[src/hw/rtl/rep_pkg.sv]
// Shared types and constants for the rotary encoder panel decoder.
package rep_pkg;

    // Detent counter width; the reported position is its low 16 bits.
    localparam int COUNT_W    = 16;
    localparam int POS_W      = 16;
    localparam int TIME_W     = 32;
    localparam int LOCKOUT_W  = 10;

    localparam logic [LOCKOUT_W-1:0] LOCKOUT_RESET = LOCKOUT_W'(50);
    localparam logic [1:0]           MENU_LAST     = 2'd2;

    // Event kinds carried in the opcode field.
    typedef enum logic [1:0] {
        OP_MENU     = 2'd0,
        OP_BUTTON   = 2'd1,
        OP_ENC_EDGE = 2'd2
    } t_opcode;

    // Count change reported with each result.
    typedef enum logic [1:0] {
        DIR_NONE = 2'd0,
        DIR_UP   = 2'd1,
        DIR_DOWN = 2'd2
    } t_dir;

    // One accepted panel event.
    typedef struct packed {
        logic [1:0]        opcode;
        logic              a_level;
        logic              b_level;
        logic [TIME_W-1:0] now_ms;
    } t_event;

    // One result item.
    typedef struct packed {
        logic signed [POS_W-1:0] position;
        logic [1:0]              step_dir;
        logic [1:0]              menu_index;
        logic                    running;
    } t_result;

endpackage

[src/hw/rtl/rep_intf.sv]
// Valid/ready channel interfaces for events, results and the lockout register.
interface rep_in_if import rep_pkg::*; ();
    logic              valid;
    logic              ready;
    logic [1:0]        opcode;
    logic              a_level;
    logic              b_level;
    logic [TIME_W-1:0] now_ms;

    modport source (output valid, opcode, a_level, b_level, now_ms, input ready);
    modport sink   (input valid, opcode, a_level, b_level, now_ms, output ready);
endinterface

interface rep_out_if import rep_pkg::*; ();
    logic                    valid;
    logic                    ready;
    logic signed [POS_W-1:0] position;
    logic [1:0]              step_dir;
    logic [1:0]              menu_index;
    logic                    running;

    modport source (output valid, position, step_dir, menu_index, running, input ready);
    modport sink   (input valid, position, step_dir, menu_index, running, output ready);
endinterface

interface rep_cfg_if import rep_pkg::*; ();
    logic                 valid;
    logic                 ready;
    logic [LOCKOUT_W-1:0] data;

    modport source (output valid, data, input ready);
    modport sink   (input valid, data, output ready);
endinterface

[src/hw/rtl/rep_core.sv]
// Decoder state and the single-pass update for one registered event.
module rep_core import rep_pkg::*; (
    input  logic                 i_clk,
    input  logic                 i_rst_n,
    input  logic                 i_commit,
    input  t_event               i_event,
    input  logic [LOCKOUT_W-1:0] i_lockout_ms,
    output t_result              o_result
);

    logic               r_armed,    n_armed;
    logic               r_latch_b,  n_latch_b;
    logic [COUNT_W-1:0] r_count,    n_count;
    logic [TIME_W-1:0]  r_last,     n_last;
    logic [1:0]         r_menu,     n_menu;
    logic               r_run,      n_run;
    t_dir               dir;
    logic [TIME_W-1:0]  elapsed;
    logic               edge_open;

    // Wrapping time since the last count, compared against the lockout.
    assign elapsed   = i_event.now_ms - r_last;
    assign edge_open = (elapsed >= TIME_W'(i_lockout_ms));

    // Next state for the event held in the input register.
    always_comb begin
        n_armed   = r_armed;
        n_latch_b = r_latch_b;
        n_count   = r_count;
        n_last    = r_last;
        n_menu    = r_menu;
        n_run     = r_run;
        dir       = DIR_NONE;
        case (i_event.opcode)
            OP_MENU: begin
                n_menu = (r_menu < MENU_LAST) ? r_menu + 2'd1 : 2'd0;
            end
            OP_BUTTON: begin
                n_run = ~r_run;
            end
            OP_ENC_EDGE: begin
                if (edge_open) begin
                    // A low edge latches B and arms the half step.
                    if (!r_armed && !i_event.a_level) begin
                        n_latch_b = i_event.b_level;
                        n_armed   = 1'b1;
                    end
                    // A high edge completes the detent when B moved consistently.
                    if (r_armed && i_event.a_level) begin
                        if (r_latch_b && !i_event.b_level) begin
                            n_count = r_count + COUNT_W'(1);
                            n_last  = i_event.now_ms;
                            dir     = DIR_UP;
                        end else if (!r_latch_b && i_event.b_level) begin
                            n_count = r_count - COUNT_W'(1);
                            n_last  = i_event.now_ms;
                            dir     = DIR_DOWN;
                        end
                        n_armed = 1'b0;
                    end
                end
            end
            default: begin
            end
        endcase
    end

    // Result reflects the state after this event.
    always_comb begin
        o_result.position   = POS_W'(n_count);
        o_result.step_dir   = dir;
        o_result.menu_index = n_menu;
        o_result.running    = n_run;
    end

    // State registers update once per committed event.
    always_ff @(posedge i_clk) begin
        if (!i_rst_n) begin
            r_armed   <= 1'b0;
            r_latch_b <= 1'b0;
            r_count   <= '0;
            r_last    <= '0;
            r_menu    <= 2'd0;
            r_run     <= 1'b1;
        end else if (i_commit) begin
            r_armed   <= n_armed;
            r_latch_b <= n_latch_b;
            r_count   <= n_count;
            r_last    <= n_last;
            r_menu    <= n_menu;
            r_run     <= n_run;
        end
    end

endmodule

[src/hw/rtl/rotary_encoder_panel_decoder_unit.sv]
// Top level of the rotary encoder panel decoder: input, result and lockout registers.
// Usage:
//   i_in carries one panel event per transfer: opcode (menu press, push button
//   press or encoder A edge), the sampled A and B levels and a millisecond
//   timestamp. o_out returns exactly one result per event: the position after
//   the event, the step direction, the menu index and the run flag.
//   i_cfg writes the 10-bit lockout time in milliseconds; write it only while
//   no event is in flight. It is always ready.
// Timing:
//   An event is captured in the input register, processed by one pass of
//   compare, subtract and small updates, and lands in the result register.
//   One event is taken every cycle while the result register is free or
//   draining; rep_core commits its state update once for each event that
//   moves on.
// Reset:
//   Synchronous, active low. Position, menu index and half-step state clear,
//   the run flag sets, the last count time clears and the lockout returns to
//   50 ms. Both pipeline registers empty.
// Stalls:
//   While o_out is held off, the result register keeps its item and the input
//   register can still take one more event; i_in.ready then drops.
module rotary_encoder_panel_decoder_unit import rep_pkg::*; (
    input  logic i_clk,
    input  logic i_rst_n,
    rep_in_if.sink    i_in,
    rep_out_if.source o_out,
    rep_cfg_if.sink   i_cfg
);

    logic                 r_in_vld;
    t_event               r_event;
    logic                 r_out_vld;
    t_result              r_result;
    logic [LOCKOUT_W-1:0] r_lockout;
    t_result              core_result;
    logic                 advance;
    logic                 in_take;

    // The held event moves on when the result register is free or draining.
    assign advance     = r_in_vld && (!r_out_vld || o_out.ready);
    assign i_in.ready  = !r_in_vld || advance;
    assign in_take     = i_in.valid && i_in.ready;
    assign i_cfg.ready = 1'b1;

    // Input register.
    always_ff @(posedge i_clk) begin
        if (!i_rst_n) begin
            r_in_vld <= 1'b0;
        end else if (i_in.ready) begin
            r_in_vld <= i_in.valid;
        end
    end

    always_ff @(posedge i_clk) begin
        if (in_take) begin
            r_event.opcode  <= i_in.opcode;
            r_event.a_level <= i_in.a_level;
            r_event.b_level <= i_in.b_level;
            r_event.now_ms  <= i_in.now_ms;
        end
    end

    // Lockout configuration register.
    always_ff @(posedge i_clk) begin
        if (!i_rst_n) begin
            r_lockout <= LOCKOUT_RESET;
        end else if (i_cfg.valid && i_cfg.ready) begin
            r_lockout <= i_cfg.data;
        end
    end

    rep_core u_core (
        .i_clk        (i_clk),
        .i_rst_n      (i_rst_n),
        .i_commit     (advance),
        .i_event      (r_event),
        .i_lockout_ms (r_lockout),
        .o_result     (core_result)
    );

    // Result register.
    always_ff @(posedge i_clk) begin
        if (!i_rst_n) begin
            r_out_vld <= 1'b0;
        end else if (advance) begin
            r_out_vld <= 1'b1;
        end else if (o_out.ready) begin
            r_out_vld <= 1'b0;
        end
    end

    always_ff @(posedge i_clk) begin
        if (advance) begin
            r_result <= core_result;
        end
    end

    assign o_out.valid      = r_out_vld;
    assign o_out.position   = r_result.position;
    assign o_out.step_dir   = r_result.step_dir;
    assign o_out.menu_index = r_result.menu_index;
    assign o_out.running    = r_result.running;

endmodule
[src/flat_wrapper.sv]
// flat-port wrapper written by rule: the top's interface ports become plain ports
module rotary_encoder_panel_decoder_unit_flat import rep_pkg::*;
  (i_clk, i_rst_n, i_in_valid, i_in_opcode, i_in_a_level, i_in_b_level, i_in_now_ms, i_in_ready, o_out_valid, o_out_position, o_out_step_dir, o_out_menu_index, o_out_running, o_out_ready, i_cfg_valid, i_cfg_data, i_cfg_ready);
  rep_in_if i_in_i ();
  rep_out_if o_out_i ();
  rep_cfg_if i_cfg_i ();
  input  logic i_clk;
  input  logic i_rst_n;
  input wire logic [$bits(i_in_i.valid)-1:0] i_in_valid;
  input wire logic [$bits(i_in_i.opcode)-1:0] i_in_opcode;
  input wire logic [$bits(i_in_i.a_level)-1:0] i_in_a_level;
  input wire logic [$bits(i_in_i.b_level)-1:0] i_in_b_level;
  input wire logic [$bits(i_in_i.now_ms)-1:0] i_in_now_ms;
  output wire logic [$bits(i_in_i.ready)-1:0] i_in_ready;
  output wire logic [$bits(o_out_i.valid)-1:0] o_out_valid;
  output wire logic [$bits(o_out_i.position)-1:0] o_out_position;
  output wire logic [$bits(o_out_i.step_dir)-1:0] o_out_step_dir;
  output wire logic [$bits(o_out_i.menu_index)-1:0] o_out_menu_index;
  output wire logic [$bits(o_out_i.running)-1:0] o_out_running;
  input wire logic [$bits(o_out_i.ready)-1:0] o_out_ready;
  input wire logic [$bits(i_cfg_i.valid)-1:0] i_cfg_valid;
  input wire logic [$bits(i_cfg_i.data)-1:0] i_cfg_data;
  output wire logic [$bits(i_cfg_i.ready)-1:0] i_cfg_ready;
  assign i_in_i.valid = i_in_valid;
  assign i_in_i.opcode = i_in_opcode;
  assign i_in_i.a_level = i_in_a_level;
  assign i_in_i.b_level = i_in_b_level;
  assign i_in_i.now_ms = i_in_now_ms;
  assign i_in_ready = i_in_i.ready;
  assign o_out_valid = o_out_i.valid;
  assign o_out_position = o_out_i.position;
  assign o_out_step_dir = o_out_i.step_dir;
  assign o_out_menu_index = o_out_i.menu_index;
  assign o_out_running = o_out_i.running;
  assign o_out_i.ready = o_out_ready;
  assign i_cfg_i.valid = i_cfg_valid;
  assign i_cfg_i.data = i_cfg_data;
  assign i_cfg_ready = i_cfg_i.ready;
  rotary_encoder_panel_decoder_unit u_core (.i_clk(i_clk), .i_rst_n(i_rst_n), .i_in(i_in_i), .o_out(o_out_i), .i_cfg(i_cfg_i));
endmodule
[config.mk]
export PLATFORM = sky130hd
export DESIGN_NAME = rotary_encoder_panel_decoder_unit_flat
export DESIGN_NICKNAME = d
export VERILOG_FILES = /design/src/hw/rtl/rep_pkg.sv /design/src/hw/rtl/rep_intf.sv /design/src/hw/rtl/rep_core.sv /design/src/hw/rtl/rotary_encoder_panel_decoder_unit.sv /design/src/flat_wrapper.sv
export SDC_FILE = /design/constraint.sdc
export NUM_CORES = 1
export LEC_CHECK = 0
export BUFFER_PORTS_ARGS = -buffer_cell sky130_fd_sc_hd__buf_4
export CAP_MARGIN = 20
export CORE_ASPECT_RATIO = 2
export CORE_UTILIZATION = 29
export CTS_CLUSTER_SIZE = 25
export DETAILED_ROUTE_END_ITERATION = 10
export SYNTH_ARGS = -nofsm -noshare
export SYNTH_HDL_FRONTEND = slang
export SYNTH_HIERARCHICAL = 1
export SYNTH_SLANG_ARGS = --single-unit
[constraint.sdc]
create_clock -name i_clk -period 11.3 [get_ports i_clk]
set_input_delay 0.565 -clock i_clk [delete_from_list [all_inputs] [get_ports i_clk]]
set_output_delay 0.565 -clock i_clk [all_outputs]
set_load 0.01 [all_outputs]
Word-level counts from Yosys, hierarchy flattened
Cells that the tools add are included.
- order comparisons: 2
- muxes and demuxes: 16
- add/sub/neg operators: 4
- bitwise logic cells: 4
- equality and inequality tests: 2
- reduce and logical (&&, ||, !) cells: 23
- operator list (cell ; number):
    2-to-1 mux 16 bit ; 5
    2-to-1 mux 32 bit ; 2
    greater-or-equal comparator 32 x 10 -> 1 bit ; 1
    subtractor 32 bit ; 1
    adder 16 x 1 -> 16 bit (second input constant) ; 1
    subtractor 16 x 1 -> 16 bit (second input constant) ; 1
    AND reduction 4 bit ; 2
    logical AND 1 bit ; 6
    logical NOT 1 bit ; 6
    2-to-1 mux 1 bit ; 6
    2-to-1 mux 2 bit ; 3
    nonzero test 2 bit ; 3
    AND reduction 5 bit ; 1
    inverter 1 bit ; 4
    OR reduction 4 bit ; 1
    AND reduction 3 bit ; 1
    adder 2 x 1 -> 2 bit (second input constant) ; 1
    equality test 2 x 1 -> 1 bit (second input constant) ; 1
    equality test 2 bit (second input constant) ; 1
    logical NOT 2 bit ; 1
    logical OR 1 bit ; 2
    less-than comparator 2 bit (second input constant) ; 1
- register bits after elaboration: 122
- output and inout bits: 24
- word-level logic and storage cells: 69

Logic depth before layout (Yosys ltp)
- word-level depth: 7
- depth in mapped cells: 21
- depth with buffers taken out: 19

By module
Netlist, hierarchy kept.
- by module, submodules not included (module ; cells an instance ; area each (µm²) ; times used):
    rep_core ; 748 ; 5456.5 ; 1
    rotary_encoder_panel_decoder_unit ; 100 ; 2178.3 ; 1

Worst setup path after synthesis
OpenSTA, ideal clock, no wires.
- path type: register to register
- from: register u_core/r_event[0] (netlist bit)
- to: register u_core.u_core.r_last[10]
- data arrival time: 3.720 ns
- cell stages (with the launch flop): 21
- path slack: 7.461 ns
- data required time: 11.180 ns
- period minus slack after synthesis: 3.839 ns
- buffers on the path: 2
- cells stage by stage: edfxtp_1 inv_1 ha_1 fa_1 nand2b_1 a21oi_1 nor2_1 xnor2_1 ha_1 a21o_1 a211o_1 o211ai_1 nand4_1 nor4_1 and4_1 and4bb_1 a21boi_2 nor3b_2 buf_6 buf_6 mux2i_1
- longest elaborated chain between the ends: 3
- RTL lines (what ; RTL line ; RTL):
    start: declaration ; rotary_encoder_panel_decoder_unit.sv:31 ; t_event r_event;
    subtractor 32 bit ; rep_core.sv:22 ; assign elapsed = i_event.now_ms - r_last;
    greater-or-equal comparator 32 x 10 -> 1 bit ; rep_core.sv:23 ; assign edge_open = (elapsed >= TIME_W'(i_lockout_ms));
    AND reduction 5 bit (no source line) ; -- ;
    end signal: assignment ; rep_core.sv:89 ; r_last <= n_last;
    end: declaration ; rep_core.sv:14 ; logic [TIME_W-1:0] r_last, n_last;
Every way passes these cells.
A chain may end at the register's enable or synchronous reset.

Final worst setup path
- from: register u_core/r_event[0] (netlist bit)
- to: register u_core.u_core.r_last[20]
The elaborated chain is that of the path after synthesis.

==> results_dict.tcl <==
set metrics [dict create \
    status "finished, final reports clean" \
    worst_slack_ns 6.40 \
    finalHoldViolations 0 \
    synth_nets 948 \
    startpoint_type "register" \
    min_path_type "input pin to register" \
    place.gp.congestion 0.911 \
    period_needed_ns 4.90 \
    fin_nets 1000 \
    fp.dieW_um 117 \
    clkSinkCount 122 \
    post_cts_buffers 0 \
    synth-seq-area-share_pct 39.5 \
    antenna_found_initial 0 \
    start_util_pct 29.6 \
    hp-start "i_in_now_ms[7]" \
    fin_skew_ns 0.00865 \
    cts_made_buffers 17 \
    cp-end-kind "register" \
    final_cell_mix "nand2_1 (135), buf_4 (78), inv_1 (66)" \
    worst-endpoint-required_ns 11.65 \
    post-route-period-util_pct 43.4 \
    ctsRootBufferMaster "clkbuf_16" \
    slew_headroom_pct 52.9 \
    synth_edf_count 57 \
    cap_viol_max_count 0 \
    crit_fanout 43 \
    place_hpwl_mm 14.5 \
    ant_nets 0 \
    vias 6197 \
    grt_max_degree 66 \
    clkSlewWorstSetupHoldPaths_ns 0.06 \
    path_class "register to register" \
    crit_path_start "u_core/r_event[0]$_DFFE_PP_" \
    portBuffers 73 \
    routed_wirelength_mm 19.0 \
    power.leakage_nw 3.41 \
    cts_resized 0 \
    place_ws_ns 6.48 \
    final_common_cell "nand2_1" \
    syn_area_um2 7630 \
    core_area_um2 25800 \
    yosys_warnings 6 \
    drive_gt1_share_pct 14.6 \
    hold_buffers 0 \
    wl_per_cell_um 15.2 \
    arrival_ns 5.25 \
    fmax_mhz 204 \
    setup_viol 0 \
    multi_input_area_um2 4160 \
    regArea_um2 3010 \
    synth_ff_type "dfxtp_1" \
    first_global_vias 6129 \
    drtIter0Drc 343 \
    n_antenna_cell 0 \
    worst_skew_pair.late_latency_ns 0.43 \
    die_h_um 231 \
    syn_area_per_cell_um2 9.00 \
    cts_max_level 4 \
    cts_max_path_buffers 2 \
    regToRegStartpoint "u_core/r_event[0]$_DFFE_PP_" \
    synth_cells 848 \
    die-area_um2 27000 \
    ioPinCount 75 \
    fin_tns_setup_ns 0 \
    rows 83 \
    grtUsageTotal_pct 14.8 \
    cts_tree "done" \
    slew_viol_final 0 \
    tightest_slew_ns 0.703 \
    rsz0062_at_grt "false" \
    p_per_area_nw_per_um2 127 \
    synth_async_sr_flop_share_pct 0 \
    syn2layout_area_growth_pct 17.7 \
    firstDrtPassIters 5 \
    num-fill-cells 2730 \
    routed_via_density 4.95 \
    drc 0 \
    ir_worst_vdd_v 0.000102 \
    ys_ff_latch 122 \
    power_mw 1.14 \
    grt_pass1_wl_mm 29.8 \
    ys_types 74 \
    overflow 0 \
]
## worst paths after layout
kind	to	slack, ns	depth (start not counted)
max reg2reg	u_core/u_core/r_last[20]$_SDFFE_PN0P_	6.40	21
min	u_core/r_event[7]$_DFFE_PP_	0.31	1
min reg2reg	u_core/u_core/r_last[13]$_SDFFE_PN0P_	0.45	2
max	u_core/u_core/r_last[20]$_SDFFE_PN0P_	6.40	21
## kinds of logic after synthesis
logic type,Yosys count,synth area share (%)
and+or+nand+nor,305,19.8
AOI/OAI and AO/OA,166,14.6
DFF,122,39.5
buffers and inverters,113,6.39
muxes,60,7.92
adders and majority gates,49,8.13
xor gates and xnor gates,32,3.67
other,1,0.0491
## layout make-up
class	count	share of cell area [%]
clock buffer	23	5.44
clock inverter	9	0.696
inverter	68	2.84
multi-input combinational	613	46.3
sequential	122	33.5
tap	340	4.73
timing repair buffer	78	6.51
## synth_stat cells (8+ instances only)
cell | n | area share, %
dfxtp_1 | 65 | 17
ha_1 | 48 | 7.9
nand4_1 | 27 | 2.2
xnor2_1 | 26 | 3.0
o21ai_0 | 23 | 1.5
a21oi_1 | 55 | 3.6
a31o_1 | 8 | 0.92
nand3_1 | 18 | 1.2
clkbuf_1 | 28 | 1.4
nor2_1 | 39 | 1.9
nand2b_1 | 14 | 1.1
buf_2 | 9 | 0.59
a21o_1 | 13 | 1.3
nand2_1 | 135 | 6.6
edfxtp_1 | 57 | 22
mux2i_1 | 57 | 7.5
nor2b_1 | 15 | 1.2
inv_1 | 66 | 3.2
## stage by stage
step	cell area (um2)	util, %	std cells	hold WS [ns]
3_3_place_gp	8440	32.8	1221	0.441
5_1_grt	8990	34.9	1253	0.283
2_1_floorplan	7630	-	848	0.435
4_1_cts	8990	34.9	1253	0.280
3_5_place_dp	8440	32.8	1221	0.449
6_report	8990	34.9	1253	0.311
## flip-flops by register name, indices dropped and copies added (netlist names), 2 cells and up
| name | count |
|---|---|
| u_core/o_out.step_dir | 2 |
| u_core/o_out.menu_index | 2 |
| u_core/r_lockout | 10 |
| u_core/u_core/r_count | 16 |
| u_core/u_core/r_menu | 2 |
| u_core/u_core/r_last | 32 |
| u_core/r_event | 36 |
| u_core/o_out.position | 16 |
## report_power, final
group          internal (mW)  switching (mW)  total (mW)
logic                 0.0622          0.0897       0.152
registers              0.478         0.00771       0.486
clock network          0.305           0.201       0.506
total                  0.845           0.298        1.14
## routing by layer
metal / part of all wire (%) / GRT usage (%) / up-vias
met3: 2.8 / 2.90 / 59
met4: 5.1 / 10.6 / 0
met5: 0 / 0 / -
li1: - / - / 3109
met2: 58 / 28.9 / 146
met1: 34 / 12.8 / 2883
## worst max-delay path: stages, from the launching register on
cell       delay (ns)
edfxtp_1         0.35
inv_1            0.05
ha_1             0.21
fa_1             0.40
nand2b_1         0.18
a21oi_1          0.27
nor2_1           0.15
o21ai_0          0.24
xor2_1           0.11
ha_1             0.31
nand4_1          0.08
nor3_1           0.18
o31ai_1          0.13
o2111ai_1        0.12
nor4_1           0.07
and4_1           0.21
and4bb_1         0.21
a21boi_2         0.11
buf_4            0.38
nor3b_4          0.25
buf_4            0.53
mux2i_1          0.27
Note: power is estimated with default switching activity, not from simulation.
